File: config.mk
export PLATFORM = sky130hd
export DESIGN_NAME = lfu_cell
export DESIGN_NICKNAME = d
export VERILOG_FILES = /design/src/assert_macros.svh /design/src/lfu_pkg.sv /design/src/lfu_cell.sv
export SDC_FILE = /design/constraint.sdc
export NUM_CORES = 1
export LEC_CHECK = 0
export ABC_AREA = 1
export CORE_ASPECT_RATIO = 1.25
export CORE_UTILIZATION = 50
export DETAILED_ROUTE_END_ITERATION = 16
export DONT_BUFFER_PORTS = 1
export SLEW_MARGIN = 10
export SYNTH_ARGS = -nofsm -noshare
export SYNTH_HDL_FRONTEND = slang
export SYNTH_SLANG_ARGS = --single-unit
File: constraint.sdc
create_clock -name clk -period 3.1 [get_ports clk]
set_clock_uncertainty 0.05 [all_clocks]
set_input_delay 0.62 -clock clk [delete_from_list [all_inputs] [get_ports clk]]
set_output_delay 0.62 -clock clk [all_outputs]
set_load 0.05 [all_outputs]
File: src/assert_macros.svh
// Assertion macros for the RTL files that carry checks.
`ifndef ASSERT_MACROS_SVH
`define ASSERT_MACROS_SVH

// Same-cycle implication, disabled while reset is applied.
`define ASSERT_IMPL(label, clk, rst_n, ante, cons) \
  label: assert property (@(posedge clk) disable iff (!rst_n) (ante) |-> (cons)) \
    else $error("assertion failed: same-cycle implication");

// Next-cycle implication, disabled while reset is applied.
`define ASSERT_NEXT(label, clk, rst_n, ante, cons) \
  label: assert property (@(posedge clk) disable iff (!rst_n) (ante) |=> (cons)) \
    else $error("assertion failed: next-cycle implication");

`endif

File: src/lfu_pkg.sv
// Shared types, constants and helpers of the LFU frame table.
package lfu_pkg;

  localparam int CNT_W    = 32;
  localparam int CFG_W    = 5;
  localparam int PAGE_IN_W = 16;
  localparam int FRAME_OUT_W = 4;
  localparam logic [CNT_W-1:0] CNT_MAX = '1;

  // Search status handed from cell to cell
  typedef struct packed {
    logic vld;        // search token present at this stage
    logic hit;        // a matching frame has been found
    logic empty;      // an empty active frame has been found
    logic have_best;  // a victim candidate has been recorded
  } srch_flags_t;

  // Update command broadcast to the cells
  typedef struct packed {
    logic en;    // update the addressed cell
    logic fill;  // load a new page (miss) instead of bumping the count (hit)
  } cell_wr_t;

  function automatic logic [CNT_W-1:0] sat_inc(input logic [CNT_W-1:0] v);
    sat_inc = (v == CNT_MAX) ? v : v + CNT_W'(1);
  endfunction

endpackage

File: src/lfu_cell.sv
// One frame of the table: holds page, valid, use count and stamp; one stage of the search chain.
module lfu_cell #(
  parameter int IDX       = 0,
  parameter int PAGE_BITS = 16,
  parameter int IW        = 4,
  parameter int NW        = 5
) (
  input  logic                      clk,
  input  logic                      rst_n,
  input  logic                      clear,
  input  logic [NW-1:0]             n_eff,
  input  logic [PAGE_BITS-1:0]      look_page,
  input  lfu_pkg::srch_flags_t      flg_i,
  input  logic [IW-1:0]             hit_idx_i,
  input  logic [IW-1:0]             empty_idx_i,
  input  logic [IW-1:0]             best_idx_i,
  input  logic [lfu_pkg::CNT_W-1:0] best_cnt_i,
  input  logic [lfu_pkg::CNT_W-1:0] best_stamp_i,
  input  logic [PAGE_BITS-1:0]      best_page_i,
  output lfu_pkg::srch_flags_t      flg_o,
  output logic [IW-1:0]             hit_idx_o,
  output logic [IW-1:0]             empty_idx_o,
  output logic [IW-1:0]             best_idx_o,
  output logic [lfu_pkg::CNT_W-1:0] best_cnt_o,
  output logic [lfu_pkg::CNT_W-1:0] best_stamp_o,
  output logic [PAGE_BITS-1:0]      best_page_o,
  input  lfu_pkg::cell_wr_t         wr,
  input  logic [IW-1:0]             wr_idx,
  input  logic [PAGE_BITS-1:0]      wr_page,
  input  logic [lfu_pkg::CNT_W-1:0] wr_time
);
  import lfu_pkg::*;

  localparam logic [IW-1:0] MY_IDX = IW'(IDX);
  localparam logic [NW-1:0] MY_POS = NW'(IDX);

  logic                 valid_r;
  logic [PAGE_BITS-1:0] page_r;
  logic [CNT_W-1:0]     cnt_r;
  logic [CNT_W-1:0]     stamp_r;

  logic active;
  logic is_hit;
  logic is_empty;
  logic is_better;
  logic sel;

  srch_flags_t          flg_nxt;
  logic [IW-1:0]        hit_idx_nxt;
  logic [IW-1:0]        empty_idx_nxt;
  logic [IW-1:0]        best_idx_nxt;
  logic [CNT_W-1:0]     best_cnt_nxt;
  logic [CNT_W-1:0]     best_stamp_nxt;
  logic [PAGE_BITS-1:0] best_page_nxt;

  assign active   = (MY_POS < n_eff);
  assign is_hit   = active && valid_r && (page_r == look_page);
  assign is_empty = active && !valid_r;
  assign is_better = active && (!flg_i.have_best || (cnt_r < best_cnt_i) ||
                     ((cnt_r == best_cnt_i) && (stamp_r < best_stamp_i)));
  assign sel = wr.en && (wr_idx == MY_IDX);

  // Fold this frame into the running search result
  always_comb begin
    flg_nxt        = flg_i;
    hit_idx_nxt    = hit_idx_i;
    empty_idx_nxt  = empty_idx_i;
    best_idx_nxt   = best_idx_i;
    best_cnt_nxt   = best_cnt_i;
    best_stamp_nxt = best_stamp_i;
    best_page_nxt  = best_page_i;
    if (!flg_i.hit && is_hit) begin
      flg_nxt.hit = 1'b1;
      hit_idx_nxt = MY_IDX;
    end
    if (!flg_i.empty && is_empty) begin
      flg_nxt.empty = 1'b1;
      empty_idx_nxt = MY_IDX;
    end
    if (is_better) begin
      flg_nxt.have_best = 1'b1;
      best_idx_nxt      = MY_IDX;
      best_cnt_nxt      = cnt_r;
      best_stamp_nxt    = stamp_r;
      best_page_nxt     = page_r;
    end
  end

  // Hand the search status to the next cell
  always_ff @(posedge clk) begin
    if (!rst_n) begin
      flg_o <= '0;
    end else begin
      flg_o <= flg_nxt;
    end
  end

  always_ff @(posedge clk) begin
    hit_idx_o    <= hit_idx_nxt;
    empty_idx_o  <= empty_idx_nxt;
    best_idx_o   <= best_idx_nxt;
    best_cnt_o   <= best_cnt_nxt;
    best_stamp_o <= best_stamp_nxt;
    best_page_o  <= best_page_nxt;
  end

  // Drop the frame on a trace restart, mark it on a fill
  always_ff @(posedge clk) begin
    if (!rst_n) begin
      valid_r <= 1'b0;
    end else if (clear) begin
      valid_r <= 1'b0;
    end else if (sel && wr.fill) begin
      valid_r <= 1'b1;
    end
  end

  // Load a new page or bump the use count
  always_ff @(posedge clk) begin
    if (sel) begin
      stamp_r <= wr_time;
      if (wr.fill) begin
        page_r <= wr_page;
        cnt_r  <= CNT_W'(1);
      end else begin
        cnt_r <= sat_inc(cnt_r);
      end
    end
  end

endmodule

== Yosys cells after proc, flatten, opt, wreduce, memory -nomap -nowiden ==
Cells that the tools add are included.

* Bits in registers: 177
* Output and inout port bits: 96
* Logic and storage cells: 49
* Input bits: 174

* Reduce and logical (&&, ||, !) cells: 19
* $add $sub $neg: 1
* Mux-type cells: 7
* Equal/unequal tests: 4
* Bitwise gates (word level): 1
* Order comparisons: 3

{| class="wikitable"
|+ Operator list
! operator !! count
|-
| two-way mux 32 bit || 3
|-
| < comparator 32 bit || 2
|-
| adder 32 x 1 -> 32 bit, second input constant || 1
|-
| equality test 32 bit || 1
|-
| equality test 32 bit, second input constant || 1
|-
| equality test 16 bit || 1
|-
| two-way mux 16 bit || 1
|-
| logical AND 1 bit || 9
|-
| < comparator 1 x 5 -> 1 bit, first input constant || 1
|-
| zero test 1 bit || 4
|-
| zero test 4 bit || 1
|-
| AND reduction 2 bit || 2
|-
| two-way mux 1 bit || 3
|-
| logical OR 1 bit || 2
|-
| inequality test 2 bit, second input constant || 1
|-
| OR reduction 2 bit || 1
|-
| inverter 1 bit || 1
|}

== Logic depth before layout (Yosys ltp) ==
* Depth after elaboration: 5
* Gate-level depth with buffers: 18
* Gate-level depth less buffers: 17

== Worst setup path before layout ==
OpenSTA, ideal clock, no wires.

* Path kind: input-to-reg
* Start: input port wr_idx[3]
* End: register page_r[0] (enable)
* Path slack: 0.247 ns
* Data required time: 2.660 ns
* Stages on the path: 4
* Setup time: 0.390 ns
* Buffers on the path: 0
* Data arrival time: 2.413 ns
* Path through: nor2_1 -> and3_1 -> inv_1 -> nor2_1

* Word-level cells in the longest chain between the ends: 3

{| class="wikitable"
|+ RTL lines
! element !! RTL line !! RTL
|-
| from (decl) || lfu_cell.sv:28 || <nowiki>input logic [IW-1:0] wr_idx,</nowiki>
|-
| zero test 4 bit || lfu_cell.sv:61 || <nowiki>assign sel = wr.en && (wr_idx == MY_IDX);</nowiki>
|-
| logical AND 1 bit || lfu_cell.sv:61 ||
|-
| named net sel || lfu_cell.sv:46 || <nowiki>logic sel;</nowiki>
|-
| AND reduction 2 bit (no source line) || - ||
|-
| to (signal assigned) || lfu_cell.sv:123 || <nowiki>page_r <= wr_page;</nowiki>
|-
| to (decl) || lfu_cell.sv:38 || <nowiki>logic [PAGE_BITS-1:0] page_r;</nowiki>
|}

The timed path passes the listed nets, and every way through them passes these cells.
A chain may end at the register's enable or synchronous reset.

== Worst setup path after layout ==
* Start: register cnt_r[6]
* End: register best_page_o[15]

* Word-level cells in the longest chain between the ends: 5
* Elaborated cells on any way between the ends: 7
* Those cells by class: order compare (1); eq/ne (1); mux (1); reduce/logical (4)

{| class="wikitable"
|+ RTL lines
! element !! RTL line !! RTL
|-
| from (decl) || lfu_cell.sv:39 || <nowiki>logic [CNT_W-1:0] cnt_r;</nowiki>
|-
| from (signal assigned) || lfu_cell.sv:126 || <nowiki>cnt_r <= sat_inc(cnt_r);</nowiki>
|-
| < comparator 32 bit or equality test 32 bit (tied branches) || lfu_cell.sv:59, lfu_cell.sv:60 ||
|-
| logical OR 1 bit or logical AND 1 bit (tied branches) || lfu_cell.sv:59, lfu_cell.sv:60 ||
|-
| logical OR 1 bit (*) || lfu_cell.sv:59 || <nowiki>assign is_better = active && (!flg_i.have_best || (cnt_r < best_cnt_i) ||</nowiki>
|-
| logical AND 1 bit (*) || lfu_cell.sv:59 ||
|-
| two-way mux 16 bit (*) || lfu_cell.sv:80 || <nowiki>if (is_better) begin</nowiki>
|-
| named net best_page_nxt[15] || lfu_cell.sv:54 || <nowiki>logic [PAGE_BITS-1:0] best_page_nxt;</nowiki>
|-
| to (signal assigned) || lfu_cell.sv:104 || <nowiki>best_page_o <= best_page_nxt;</nowiki>
|-
| to (decl) || lfu_cell.sv:26 || <nowiki>output logic [PAGE_BITS-1:0] best_page_o,</nowiki>
|}

The timed path passes the listed nets; every way through them passes the cells marked *.

==> results.py <==
metrics = {
    "floorplan": {
        "core_area_sq_mm": 0.0170,
        "rows": 53,
        "die_area_sq_mm": 0.0181,
        "start_util_pct": 51.6,
        "ioPinCount": 270,
        "die-height_um": 150,
        "die_w_um": 120,
    },
    "cells_and_area": {
        "fin_cells": 1246,
        "syn2layout_area_growth_pct": 10.1,
        "multiInputGateArea_sq_mm": 0.00368,
        "seq_area_sq_mm": 0.00434,
        "finalNetCount": 1247,
        "drive_gt1_share_pct": 10.7,
        "fill_cells": 1586,
    },
    "setup_path": {
        "crit_buf_inv": 1,
        "cpMaxStageDelayCell": "edfxtp_1",
        "worstSetupPathType": "reg -> reg",
        "cpMostUsedCell": "nand2_1",
        "path_cells": "ha_1, nand2_1, nor2_1, nand2_1, nand2_1, nand2_1, nand2_1, nand2_1, a21oi_1, nand2_4, nand2_2, buf_4, nand2_1, nand2_1",
        "cp.required_ns": 3.43,
        "slowest_delay_ns": 0.48,
        "arrival_ns": 3.08,
        "critPathMaxFanout": 33,
        "critPathCaptureType": "flop",
        "cp_top_family": "simple AND/OR/NAND/NOR gates",
        "critPathLaunchType": "flop",
    },
    "clock_network": {
        "cts_buffer_depth": 2,
        "cts_resized": 0,
        "cts_root_buffer": "clkbuf_16",
        "cts.clk_slew.worst_paths_ns": 0.07,
        "cts_made_buffers": 17,
        "cts_tree": "yes",
        "post_cts_buffers": 0,
        "h-tree-depth": 4,
        "ctsHoldBuffers": 0,
        "worstSkewPairLatency_ns": 0.43,
        "clkSinkCount": 177,
    },
    "global_routing": {
        "antenna_found_initial": 4,
        "grt_pass1_vias": 6072,
        "grtUsageTotal_pct": 24.5,
        "grt_max_degree": 51,
        "overflow": 0,
        "grt_pass1_wl_um": 33100,
    },
    "sta": {
        "worstMarginPinSlew_ns": 0.703,
        "period_share_pct": 88.8,
        "rsz0062_at_grt": "no",
        "setup_viol": 0,
        "slew_viol_final": 0,
        "fmax_mhz": 363,
        "post-route-min-period_ns": 2.75,
        "slew_headroom_pct": 53.2,
        "fin_tns_setup_ns": 0,
        "hold_violations": 0,
    },
    "place": {
        "place_inst": 1210,
        "port_buffers": 0,
        "place.gp.congestion": 0.869,
        "hpwl_um": 16700,
    },
    "drt": {
        "drt_wl_total_um": 22000,
        "wl_per_cell_um": 17.6,
        "ant_nets": 0,
        "drtIter0Drc": 417,
        "drcViolationCount": 0,
        "drt_first_pass_iters": 8,
        "vias": 6483,
        "avgViaCountPerCell": 5.20,
    },
    "logic_synthesis": {
        "syn_area_sq_mm": 0.00877,
        "synth_ff_type": "dfxtp_1",
        "synth_common_cells": "276 x nand2_1, 142 x inv_1, 97 x dfxtp_1",
        "syn_nets": 1239,
        "netlist_instances": 1001,
        "synth-async-reset-ratio_pct": 0,
        "syn_area_per_cell_sq_um": 8.76,
        "synth-compound-area-share_pct": 5.50,
        "yosys.area_share.simple_pct": 26.2,
        "ys_ff_latch": 177,
        "synth_cell_types": 41,
        "synth_edf_count": 80,
        "yosysSeqAreaShare_pct": 49.6,
        "synth_most_common_cell": "nand2_1",
        "synth_top_family_by_area": "simple AND/OR/NAND/NOR gates",
        "yosysWarnings": 0,
        "muxShareOfSynthArea_pct": 0,
        "synth_area_leaders": "edfxtp_1 27%, dfxtp_1 22%, nand2_1 12%, ha_1 9.1%, inv_1 6.1%",
        "synth_fa_ha_area_share_pct": 9.14,
        "yosys.area_share.xor_xnor_pct": 0.999,
        "synth_top_area_share_pct": 27.4,
        "yosysTopAreaCell": "edfxtp_1",
    },
    "power_and_ir_drop": {
        "p_per_area_mw_per_mm2": 578,
        "static-leakage-power_nw": 4.66,
        "ir_drop_mv": 0.371,
    },
    "job": {
        "drv_cap": 0,
    },
    "run_status": {
        "outcome": "completed",
    },
    "worst_hold_path": {
        "min_path_type": "in -> reg",
    },
}
[report_power, final]
| group | internal, mW | switching [mW] |
|---|---|---|
| registers | 2.54 | 0.352 |
| clock network | 1.41 | 0.950 |
| logic | 0.125 | 0.203 |
| total | 4.07 | 1.50 |
[layout by cell type (no fill, tap or decap), types with 4 or more instances in the layout]
cell,count
or2_2,5
nand4_1,12
dfxtp_1,97
nor2_2,7
xor2_1,8
o21a_1,6
edfxtp_1,80
inv_1,142
a21boi_0,5
ha_1,64
bufinv_16,4
nand3_2,33
diode_2,4
inv_6,4
clkbuf_16,18
nand3_1,65
o21ai_0,16
nand2_1,276
buf_4,17
nor2_1,58
a21oi_1,47
nor3_1,17
[worst paths after layout]
check                           startpoint              end  slack [ns]  cells after the start
worst min-delay path                 clear          valid_r        0.21                      1
worst max register to register    cnt_r[6]  best_page_o[15]        0.35                     14
worst max-delay path              cnt_r[6]  best_page_o[15]        0.35                     14
worst min register to register  stamp_r[0]  best_stamp_o[0]        0.45                      2
[worst reg2reg max path, cell delays in order (launching register included)]
cell	delay, ns
edfxtp_1	0.48
ha_1	0.32
nand2_1	0.06
nor2_1	0.19
nand2_1	0.09
nand2_1	0.07
nand2_1	0.05
nand2_1	0.11
nand2_1	0.07
a21oi_1	0.43
nand2_4	0.11
nand2_2	0.11
buf_4	0.34
nand2_1	0.13
nand2_1	0.08
[area by class of cell]
cell class	count	share of cell area, %
flip-flops and latches	177	45.0
multi-input cells	650	38.1
inverters	145	5.65
clock buffers	18	4.67
well taps	220	2.85
clock inverters	14	2.06
repair buffers	18	1.53
diodes	4	0.104
[cell families (layout without fill, tap and decap cells)]
group / count (synthesis) / in the layout
adders and majority gates: 64 / 64
DFF: 177 / 177
AOI/OAI and AO/OA: 86 / 86
xor gates and xnor gates: 10 / 10
and+or+nand+nor: 490 / 490
buffers and inverters: 174 / 195
other: 0 / 4
[metal layers]
layer  wire length [um]  up-vias  GRT usage, %
met5                 13        -             0
met4                317        2          8.95
met3               1300       20          5.95
met2              11600      182          43.7
met1               8740     3005          28.5
li1                   -     3274             -
[flip-flops by register name, indices dropped and copies added, names as in the netlist]
register / count
empty_idx_o: 4
stamp_r: 32
best_idx_o: 4
flg_o: 4
best_page_o: 16
page_r: 16
best_stamp_o: 32
valid_r: 1
cnt_r: 32
best_cnt_o: 32
hit_idx_o: 4
[stage by stage]
step	total power [mW]	hold WS, ns	cell area [sq um]	util, %	setup slack [ns]
2_1_floorplan	3.19	0.421	8770	-	0.247
5_1_grt	5.77	0.194	9640	56.8	0.0740
6_report	5.58	0.206	9650	56.8	0.348
3_3_place_gp	3.27	0.433	8990	52.9	0.205
3_5_place_dp	3.27	0.441	8990	52.9	0.180
4_1_cts	5.62	0.189	9640	56.8	0.289
No activity file was read; power rests on OpenSTA's default activity.
